--- src/sync_frame_parser_checksum_unit_assert.svh ---
// Assertion macros for the frame parser; clocked on clk_i, disabled in reset.
`ifndef SYNC_FRAME_PARSER_CHECKSUM_UNIT_ASSERT_SVH
`define SYNC_FRAME_PARSER_CHECKSUM_UNIT_ASSERT_SVH

// Condition must hold at every clock edge out of reset.
`define SFPC_ASSERT_ALWAYS(label, cond, msg) \
  label: assert property (@(posedge clk_i) disable iff (!rst_ni) (cond)) else $error(msg);

// Consequent must hold in the cycle after the antecedent.
`define SFPC_ASSERT_NEXT(label, ante, cons, msg) \
  label: assert property (@(posedge clk_i) disable iff (!rst_ni) (ante) |=> (cons)) \
    else $error(msg);

// Consequent must hold in the same cycle as the antecedent.
`define SFPC_ASSERT_SAME(label, ante, cons, msg) \
  label: assert property (@(posedge clk_i) disable iff (!rst_ni) (ante) |-> (cons)) \
    else $error(msg);

`endif

--- src/sfpc_pkg.sv ---
// Shared constants, register indexes and controller/datapath structs for the frame parser.
package sfpc_pkg;

  localparam int MaxPayload = 64;
  localparam int IdxW       = $clog2(MaxPayload);
  localparam int LenW       = $clog2(MaxPayload + 1);
  localparam int ByteW      = 8;
  localparam int CfgIdxW    = 3;
  localparam int OutDataW   = 40;

  localparam logic [CfgIdxW-1:0] CFG_SYNC_FIRST  = 3'd0;
  localparam logic [CfgIdxW-1:0] CFG_SYNC_SECOND = 3'd1;
  localparam logic [CfgIdxW-1:0] CFG_MAX_PAYLOAD = 3'd2;
  localparam logic [CfgIdxW-1:0] CFG_KEY_ONE     = 3'd3;
  localparam logic [CfgIdxW-1:0] CFG_KEY_TWO     = 3'd4;
  localparam logic [CfgIdxW-1:0] CFG_KEY_THREE   = 3'd5;
  localparam logic [CfgIdxW-1:0] CFG_KEY_FOUR    = 3'd6;

  localparam logic [ByteW-1:0] ChecksumBase = 8'd255;

  typedef struct packed {
    logic ld_addr_hi;
    logic ld_addr_lo;
    logic ld_key;
    logic ld_len;
    logic wr_byte;
    logic start_emit;
    logic rd_byte;
    logic inc_idx;
  } cmd_t;

  typedef struct packed {
    logic sync_first_hit;
    logic sync_second_hit;
    logic key_hit;
    logic len_zero;
    logic len_over;
    logic data_done;
    logic sum_match;
    logic frame_empty;
    logic out_last;
  } sts_t;

endpackage

--- src/sfpc_datapath.sv ---
// Datapath: configuration registers, header holds, running checksum, payload store, result fields.
module sfpc_datapath (
  input  logic                                clk_i,
  input  logic                                rst_ni,
  input  logic                                cfg_we_i,
  input  logic [sfpc_pkg::CfgIdxW-1:0]        cfg_index_i,
  input  logic [sfpc_pkg::ByteW-1:0]          cfg_data_i,
  input  logic [sfpc_pkg::ByteW-1:0]          rx_byte_i,
  input  sfpc_pkg::cmd_t                      cmd_i,
  output sfpc_pkg::sts_t                      sts_o,
  output logic [15:0]                         sender_address_o,
  output logic [sfpc_pkg::ByteW-1:0]          frame_key_o,
  output logic [sfpc_pkg::ByteW-1:0]          payload_byte_o,
  output logic [sfpc_pkg::IdxW-1:0]           byte_index_o,
  output logic                                has_payload_o
);

  logic [sfpc_pkg::ByteW-1:0] sync_first_q, sync_second_q;
  logic [sfpc_pkg::LenW-1:0]  max_payload_q;
  logic [sfpc_pkg::ByteW-1:0] key_one_q, key_two_q, key_three_q, key_four_q;

  logic [15:0]                addr_q;
  logic [sfpc_pkg::ByteW-1:0] key_q;
  logic [sfpc_pkg::LenW-1:0]  len_q;
  logic [sfpc_pkg::LenW-1:0]  count_q;
  logic [sfpc_pkg::ByteW-1:0] sum_q, sum_d;
  logic [sfpc_pkg::IdxW-1:0]  idx_q;
  logic                       empty_q;
  logic [sfpc_pkg::ByteW-1:0] rd_q;
  logic [sfpc_pkg::ByteW-1:0] store_q [sfpc_pkg::MaxPayload];

  logic [sfpc_pkg::LenW-1:0]  limit;
  logic [sfpc_pkg::ByteW:0]   sum_wide;
  logic [sfpc_pkg::LenW-1:0]  count_inc;
  logic [sfpc_pkg::LenW-1:0]  idx_inc;

  always_ff @(posedge clk_i or negedge rst_ni) begin
    if (!rst_ni) begin
      sync_first_q  <= '0;
      sync_second_q <= '0;
      max_payload_q <= sfpc_pkg::LenW'(sfpc_pkg::MaxPayload);
      key_one_q     <= 8'd0;
      key_two_q     <= 8'd1;
      key_three_q   <= 8'd2;
      key_four_q    <= 8'd3;
    end else if (cfg_we_i) begin
      unique case (cfg_index_i)
        sfpc_pkg::CFG_SYNC_FIRST:  sync_first_q  <= cfg_data_i;
        sfpc_pkg::CFG_SYNC_SECOND: sync_second_q <= cfg_data_i;
        sfpc_pkg::CFG_MAX_PAYLOAD: max_payload_q <= cfg_data_i[sfpc_pkg::LenW-1:0];
        sfpc_pkg::CFG_KEY_ONE:     key_one_q     <= cfg_data_i;
        sfpc_pkg::CFG_KEY_TWO:     key_two_q     <= cfg_data_i;
        sfpc_pkg::CFG_KEY_THREE:   key_three_q   <= cfg_data_i;
        sfpc_pkg::CFG_KEY_FOUR:    key_four_q    <= cfg_data_i;
        default: ;
      endcase
    end
  end

  // Running sum kept reduced modulo 255.
  always_comb begin
    sum_wide = {1'b0, sum_q} + {1'b0, rx_byte_i};
    if (sum_wide >= {1'b0, sfpc_pkg::ChecksumBase}) begin
      sum_d = sfpc_pkg::ByteW'(sum_wide - {1'b0, sfpc_pkg::ChecksumBase});
    end else begin
      sum_d = sum_wide[sfpc_pkg::ByteW-1:0];
    end
  end

  assign count_inc = count_q + 1'b1;
  assign idx_inc   = {1'b0, idx_q} + 1'b1;
  assign limit     = (max_payload_q < sfpc_pkg::LenW'(sfpc_pkg::MaxPayload))
                   ? max_payload_q : sfpc_pkg::LenW'(sfpc_pkg::MaxPayload);

  always_ff @(posedge clk_i or negedge rst_ni) begin
    if (!rst_ni) begin
      addr_q  <= '0;
      key_q   <= '0;
      len_q   <= '0;
      count_q <= '0;
      sum_q   <= '0;
      idx_q   <= '0;
      empty_q <= 1'b0;
    end else begin
      if (cmd_i.ld_addr_hi) addr_q[15:8] <= rx_byte_i;
      if (cmd_i.ld_addr_lo) addr_q[7:0]  <= rx_byte_i;
      if (cmd_i.ld_key)     key_q        <= rx_byte_i;
      if (cmd_i.ld_len) begin
        len_q   <= rx_byte_i[sfpc_pkg::LenW-1:0];
        count_q <= '0;
        sum_q   <= '0;
      end
      if (cmd_i.wr_byte) begin
        count_q <= count_inc;
        sum_q   <= sum_d;
      end
      if (cmd_i.start_emit) begin
        idx_q   <= '0;
        empty_q <= (len_q == '0);
      end else if (cmd_i.inc_idx) begin
        idx_q   <= idx_q + 1'b1;
      end
    end
  end

  always_ff @(posedge clk_i) begin
    if (cmd_i.wr_byte) store_q[count_q[sfpc_pkg::IdxW-1:0]] <= rx_byte_i;
  end

  always_ff @(posedge clk_i) begin
    if (cmd_i.rd_byte) rd_q <= store_q[idx_q];
  end

  always_comb begin
    sts_o.sync_first_hit  = (rx_byte_i == sync_first_q);
    sts_o.sync_second_hit = (rx_byte_i == sync_second_q);
    sts_o.key_hit         = (rx_byte_i == key_one_q) || (rx_byte_i == key_two_q)
                         || (rx_byte_i == key_three_q) || (rx_byte_i == key_four_q);
    sts_o.len_zero        = (rx_byte_i == '0);
    sts_o.len_over        = (rx_byte_i > {1'b0, limit});
    sts_o.data_done       = (count_inc >= len_q);
    sts_o.sum_match       = (rx_byte_i == (sfpc_pkg::ChecksumBase - sum_q));
    sts_o.frame_empty     = (len_q == '0);
    sts_o.out_last        = empty_q || (idx_inc == len_q);
  end

  assign sender_address_o = addr_q;
  assign frame_key_o      = key_q;
  assign payload_byte_o   = empty_q ? '0 : rd_q;
  assign byte_index_o     = idx_q;
  assign has_payload_o    = !empty_q;

endmodule

--- src/sfpc_controller.sv ---
// Controller: frame phase state machine, handshakes and datapath commands.
module sfpc_controller (
  input  logic           clk_i,
  input  logic           rst_ni,
  input  logic           in_valid_i,
  output logic           in_ready_o,
  output logic           out_valid_o,
  input  logic           out_ready_i,
  input  sfpc_pkg::sts_t sts_i,
  output sfpc_pkg::cmd_t cmd_o
);

  localparam logic [3:0] StSync1 = 4'd0;
  localparam logic [3:0] StSync2 = 4'd1;
  localparam logic [3:0] StAddrH = 4'd2;
  localparam logic [3:0] StAddrL = 4'd3;
  localparam logic [3:0] StKey   = 4'd4;
  localparam logic [3:0] StLen   = 4'd5;
  localparam logic [3:0] StData  = 4'd6;
  localparam logic [3:0] StCheck = 4'd7;
  localparam logic [3:0] StRead  = 4'd8;
  localparam logic [3:0] StOut   = 4'd9;

  logic [3:0] state_q, state_d;
  logic       in_fire, out_fire;

  assign in_ready_o  = (state_q != StRead) && (state_q != StOut);
  assign out_valid_o = (state_q == StOut);
  assign in_fire     = in_valid_i && in_ready_o;
  assign out_fire    = out_valid_o && out_ready_i;

  always_comb begin
    state_d = state_q;
    cmd_o   = '0;
    unique case (state_q)
      StSync1: if (in_fire && sts_i.sync_first_hit) state_d = StSync2;
      StSync2: if (in_fire) state_d = sts_i.sync_second_hit ? StAddrH : StSync1;
      StAddrH: if (in_fire) begin
        cmd_o.ld_addr_hi = 1'b1;
        state_d          = StAddrL;
      end
      StAddrL: if (in_fire) begin
        cmd_o.ld_addr_lo = 1'b1;
        state_d          = StKey;
      end
      StKey: if (in_fire) begin
        cmd_o.ld_key = 1'b1;
        state_d      = sts_i.key_hit ? StLen : StSync1;
      end
      StLen: if (in_fire) begin
        if (sts_i.len_over) begin
          state_d = StSync1;
        end else begin
          cmd_o.ld_len = 1'b1;
          state_d      = sts_i.len_zero ? StCheck : StData;
        end
      end
      StData: if (in_fire) begin
        cmd_o.wr_byte = 1'b1;
        if (sts_i.data_done) state_d = StCheck;
      end
      StCheck: if (in_fire) begin
        // drop the frame on a checksum mismatch
        if (sts_i.sum_match) begin
          cmd_o.start_emit = 1'b1;
          state_d          = sts_i.frame_empty ? StOut : StRead;
        end else begin
          state_d = StSync1;
        end
      end
      StRead: begin
        cmd_o.rd_byte = 1'b1;
        state_d       = StOut;
      end
      StOut: if (out_fire) begin
        if (sts_i.out_last) begin
          state_d = StSync1;
        end else begin
          cmd_o.inc_idx = 1'b1;
          state_d       = StRead;
        end
      end
      default: state_d = StSync1;
    endcase
  end

  always_ff @(posedge clk_i or negedge rst_ni) begin
    if (!rst_ni) begin
      state_q <= StSync1;
    end else begin
      state_q <= state_d;
    end
  end

endmodule

--- src/sync_frame_parser_checksum_unit.sv ---
// Top level: sync-framed TLV parser with mod-255 checksum, stream in and out.
// Input: one received byte per cycle while hunting, reading the header and payload.
// Output: a verified frame begins with a store read after its checksum byte (none if empty);
// each payload result then takes a payload store read and the output register.
// Input is held off while a frame's results are being sent.
// Reset (async, active low) returns to sync hunt with registers at their defaults.
module sync_frame_parser_checksum_unit (
  input  logic                                clk_i,
  input  logic                                rst_ni,
  input  logic                                s_axis_tvalid,
  output logic                                s_axis_tready,
  input  logic [7:0]                          s_axis_tdata,  // rx_data
  output logic                                m_axis_tvalid,
  input  logic                                m_axis_tready,
  // sender_address[15:0], frame_key[23:16], payload_byte[31:24], byte_index[37:32], zero pad
  output logic [sfpc_pkg::OutDataW-1:0]       m_axis_tdata,
  output logic                                m_axis_tlast,
  output logic                                m_axis_tuser,  // has_payload
  input  logic                                cfg_valid_i,
  output logic                                cfg_ready_o,
  input  logic [sfpc_pkg::CfgIdxW-1:0]        cfg_index_i,
  input  logic [sfpc_pkg::ByteW-1:0]          cfg_data_i
);

  `include "sync_frame_parser_checksum_unit_assert.svh"

  sfpc_pkg::cmd_t             cmd;
  sfpc_pkg::sts_t             sts;
  logic [15:0]                sender_address;
  logic [sfpc_pkg::ByteW-1:0] frame_key;
  logic [sfpc_pkg::ByteW-1:0] payload_byte;
  logic [sfpc_pkg::IdxW-1:0]  byte_index;
  logic                       has_payload;

  assign cfg_ready_o = 1'b1;

  sfpc_controller u_ctrl (
    .clk_i       (clk_i),
    .rst_ni      (rst_ni),
    .in_valid_i  (s_axis_tvalid),
    .in_ready_o  (s_axis_tready),
    .out_valid_o (m_axis_tvalid),
    .out_ready_i (m_axis_tready),
    .sts_i       (sts),
    .cmd_o       (cmd)
  );

  sfpc_datapath u_dp (
    .clk_i            (clk_i),
    .rst_ni           (rst_ni),
    .cfg_we_i         (cfg_valid_i && cfg_ready_o),
    .cfg_index_i      (cfg_index_i),
    .cfg_data_i       (cfg_data_i),
    .rx_byte_i        (s_axis_tdata),
    .cmd_i            (cmd),
    .sts_o            (sts),
    .sender_address_o (sender_address),
    .frame_key_o      (frame_key),
    .payload_byte_o   (payload_byte),
    .byte_index_o     (byte_index),
    .has_payload_o    (has_payload)
  );

  assign m_axis_tdata = {2'b00, byte_index, payload_byte, frame_key, sender_address};
  assign m_axis_tlast = sts.out_last;
  assign m_axis_tuser = has_payload;

  `SFPC_ASSERT_ALWAYS(a_no_in_during_out, !(s_axis_tready && m_axis_tvalid),
    "input ready while a result is pending")
  `SFPC_ASSERT_SAME(a_empty_is_last, m_axis_tvalid && !m_axis_tuser, m_axis_tlast,
    "empty-frame result not marked last")
  `SFPC_ASSERT_NEXT(a_resume_hunt, m_axis_tvalid && m_axis_tready && m_axis_tlast,
    s_axis_tready && !m_axis_tvalid, "no return to sync hunt after last result")
  `SFPC_ASSERT_SAME(a_empty_fields, m_axis_tvalid && !m_axis_tuser,
    m_axis_tdata[37:24] == 14'd0, "empty-frame result carries payload fields")

endmodule
--- config.mk ---
export PLATFORM = sky130hd
export DESIGN_NAME = sync_frame_parser_checksum_unit
export DESIGN_NICKNAME = d
export VERILOG_FILES = /design/src/sfpc_pkg.sv /design/src/sfpc_datapath.sv /design/src/sfpc_controller.sv /design/src/sync_frame_parser_checksum_unit.sv
export VERILOG_INCLUDE_DIRS = /design/src /design/src/src
export SDC_FILE = /design/constraint.sdc
export NUM_CORES = 1
export LEC_CHECK = 0
export BUFFER_PORTS_ARGS = -buffer_cell sky130_fd_sc_hd__clkbuf_2
export CORE_ASPECT_RATIO = 0.6
export CORE_UTILIZATION = 35
export CTS_BUF_LIST = sky130_fd_sc_hd__clkbuf_16
export DETAILED_ROUTE_END_ITERATION = 8
export HOLD_SLACK_MARGIN = 0.05
export PLACE_DENSITY = 0.52
export SETUP_SLACK_MARGIN = 0.4
export SLEW_MARGIN = 0
export SYNTH_ARGS = -nofsm -noshare
export SYNTH_HDL_FRONTEND = slang
export SYNTH_SLANG_ARGS = --single-unit
--- constraint.sdc ---
create_clock -name clk_i -period 3.8 [get_ports clk_i]
set_clock_uncertainty 0.1 [all_clocks]
set_input_delay 0.19 -clock clk_i [delete_from_list [all_inputs] [get_ports clk_i]]
set_output_delay 0.19 -clock clk_i [all_outputs]
set_load 0.05 [all_outputs]
==> impl_results.md <==
* PwrDens at 633.1 nW/um2
* R2R cell count at 6
* Unrepaired setup endpoints after global routing: no
* I/O pin total at 69
* Top_reg_cell synth: edfxtp_1
* Largest net degree at the start of global routing at 70
* Status: completed
* Routability cong. at 0.8428
* Total power at 19.45 mW
* Setup slack, reg-to-reg at 0.81 ns
* Count of cell types in the netlist at 76
* Peak Freq at 308.4 MHz
* Most frequent cells in the layout: edfxtp_1 (520), nor2_1 (106), buf_4 (106)
* HP Start: s_axis_tdata[3]
* Ys Warns at 0
* Worst path cell trace: nand3_2 -> or3_1 -> a31oi_2 -> nand2_1 -> inv_1 -> clkbuf_2
* Residual DRC count at 0
* Crit path time final at 3.243 ns
* Worst Setup Start Kind: flop
* Mux share of post-synthesis cell area at 14.15%
* Clk Latency, worst-skew pair at 0.64 ns
* Pre-CTS setup slack at 0.7816 ns
* Fillers at 6706
* Syn-to-layout area delta at 15.84%
* Die H at 215.2 um
* Post-synthesis simple-gate area fraction at 5.402%
* Clock root buffer: clkbuf_16
* Worst Setup Path Type: reg2out
* Detail Route Antenna Nets at 0
* Final HPWL DP at 49.07 mm
* CP max-delay cell: dfrtp_1
* Antenna Cells at 0
* Initial antenna violation count at 3
* Worst hold margin at 0.07137 ns
* End of the critical path: m_axis_tlast
* Die W at 357.4 um
* First-pass DRT Iterations at 5
* Final hold viol count at 0
* # nets final at 1789
* P_leak at 10.71 nW
* Num rows at 77
* CTS tree: done
* Post-synth EDFFs at 520
* Cell area after synthesis at 26520 um2
* R2r startpoint: u_ctrl.state_q[3]
* Maxcap violations at 0
* Via count at 15260
* Worst slew pin tran at 1.153 ns
* Fin crit share at 85.33%
* Initial Util at 35.70%
* Sequential Area at 18430 um2
* Rel. slew slack at 22.87%
* Area occupied by multi-input gates at 7611 um2
* Most common cell after layout, fill and taps aside: edfxtp_1
* Worst setup startpoint: u_dp.byte_index_o[3]
* Vias/cell at 5.501
* First-pass GRT wire length at 107.0 mm
* Wire per inst at 26.60 um
* Worst Path Arrival at 2.95 ns
* Largest fanout on the critical path at 19
* Port bufs at 65
* Layout cells sized above 1 at 25.45%
* Clk slew on worst S/H paths at 0.07 ns
* All-Layer GR Usage at 19.21%
* DRT iter0 DRCs at 1683
* Core area at 74280 um2
* Synth top area share at 58.88%
* Vias in the first global route at 14830
* Total CTS buffers at 58
* Synthesized-area fraction occupied by adder cells at 1.255%
* Gate Count Post-Synth at 1582
* Hold WC Path Type: in2reg
* Yosys top cell by area: edfxtp_1
* Slew Limit Fails at 0
* Clock sinks at 632
* Placed insts at 2644
* Post-synthesis sequential area ratio at 69.47%
* #FFs+latches synth at 632
* Final cell count without fillers at 2775
* Synth Area in Compound Gates at 5.784%
* Setup WS post-layout at 0.5573 ns
* CP max stage delay at 0.87 ns
* Worst r2r dst: u_dp.store_q[8][2]
* Xor/xnor share of the synthesized area at 2.048%
* Die area at 76910 um2
* Combinational family with the most area after synthesis: multiplexers
* Setup tns final at 0 ns
* Maximum VDD drop at 392.9 uV
* Total Wirelength at 73.81 mm
* CTS Buffer Depth at 3
* Worst EP required at 3.51 ns
* Ys async rst share at 17.72%
* CP endpoint kind: primary output
* Mean area per synthesized cell at 16.76 um2
* CTS H-tree lvls at 2
* GRT overflow at 0
* Top area cells in the synthesized netlist: edfxtp_1 (59%), dfrtp_1 (10%), mux4_2 (8.2%)
* Setup-failing EPs final at 0
## power breakdown
| part | switching, mW | internal (mW) | total (mW) |
|---|---|---|---|
| clock | 2.71 | 3.51 | 6.22 |
| sequential | 0.253 | 7.76 | 8.01 |
| combinational | 3.19 | 2.03 | 5.22 |
## state kept, by name, summed over array words and instances (netlist names), 8 cells and up
signal,cells
u_dp.key_four_q,8
u_dp.key_two_q,8
u_dp.sum_q,8
u_dp.sender_address_o,16
u_dp.store_q,512
u_dp.frame_key_o,8
u_dp.sync_second_q,8
u_dp.sync_first_q,8
u_dp.key_three_q,8
u_dp.key_one_q,8
u_dp.rd_q,8
## critical path: cells and delay by family (launching register included)
family | cells | cell delay [ns]
DFF | 1 | 0.87
and+or+nand+nor | 3 | 0.81
AOI/OAI and AO/OA | 1 | 0.29
buffers and inverters | 2 | 0.36
## timing repair
| item | CTS | global route |
|---|---|---|
| buffers inserted | 0 | 0 |
| setup endpoints to repair | 1 | 0 |
| hold buffers | 21 | 0 |
| endpoints found under the hold margin | 202 | 0 |
| resized for setup | 1 | 0 |
## layer usage
metal	global-route usage (%)	vias to the layer above	part of all wire (%)
li1	-	6577	-
met1	32.69	8067	51
met2	24.08	542	39
met3	4.416	78	8.8
met4	3.504	0	1.3
met5	0	-	0
## Yosys cell counts, drive strengths merged, types with 8 or more instances
cell	count
a21oi	42
a22oi	33
a31oi	11
buf	46
clkbuf	46
dfrtp	107
edfxtp	520
ha	25
inv	15
mux2	79
mux2i	70
mux4	96
nand2	62
nand2b	10
nand3	20
nand4	11
nand4b	8
nor2	107
nor2b	16
nor3	15
nor4	11
o21ai	29
o221ai	35
o22ai	24
xnor2	32
xor2	30
## stage by stage
step | cell area, um2 | util (%)
floorplan | 26520 | -
global placement | 28480 | 38.34
detailed placement | 28480 | 38.34
CTS | 30720 | 41.36
global route | 30720 | 41.36
finish | 30720 | 41.36
## worst min-delay path by stage
| stage | end | slack [ns] | cells after the start |
|---|---|---|---|
| 2_1_floorplan | u_ctrl.state_q[0] | -0.21 | 0 |
| 3_3_place_gp | u_dp.key_one_q[2] | 0.29 | 1 |
| 3_5_place_dp | u_dp.key_one_q[2] | 0.30 | 1 |
| 4_1_cts | u_dp.max_payload_q[0] | 0.05 | 4 |
| 5_1_grt | u_dp.store_q[52][3] | 0.07 | 2 |
| 6_report | u_dp.store_q[22][3] | 0.07 | 2 |
## area by class of cell
| type | instances | share of cell area [%] |
|---|---|---|
| clock buffers | 59 | 4.806 |
| repair buffers | 188 | 4.529 |
| clock inverters | 50 | 1.678 |
| flip-flops and latches | 632 | 60.00 |
| multi-input cells | 843 | 24.77 |
| inverters | 16 | 0.1955 |
| well taps | 987 | 4.020 |
## kinds of logic (layout without fill, tap and decap cells)
| logic type | after synthesis | count (layout) |
|---|---|---|
| muxes | 245 | 245 |
| AOI/OAI and AO/OA | 217 | 217 |
| xor gates and xnor gates | 62 | 62 |
| other | 2 | 3 |
| buffers and inverters | 108 | 313 |
| and+or+nand+nor | 290 | 290 |
| adders and majority gates | 26 | 26 |
| DFF | 632 | 632 |
(Power assumes the default switching activity.)
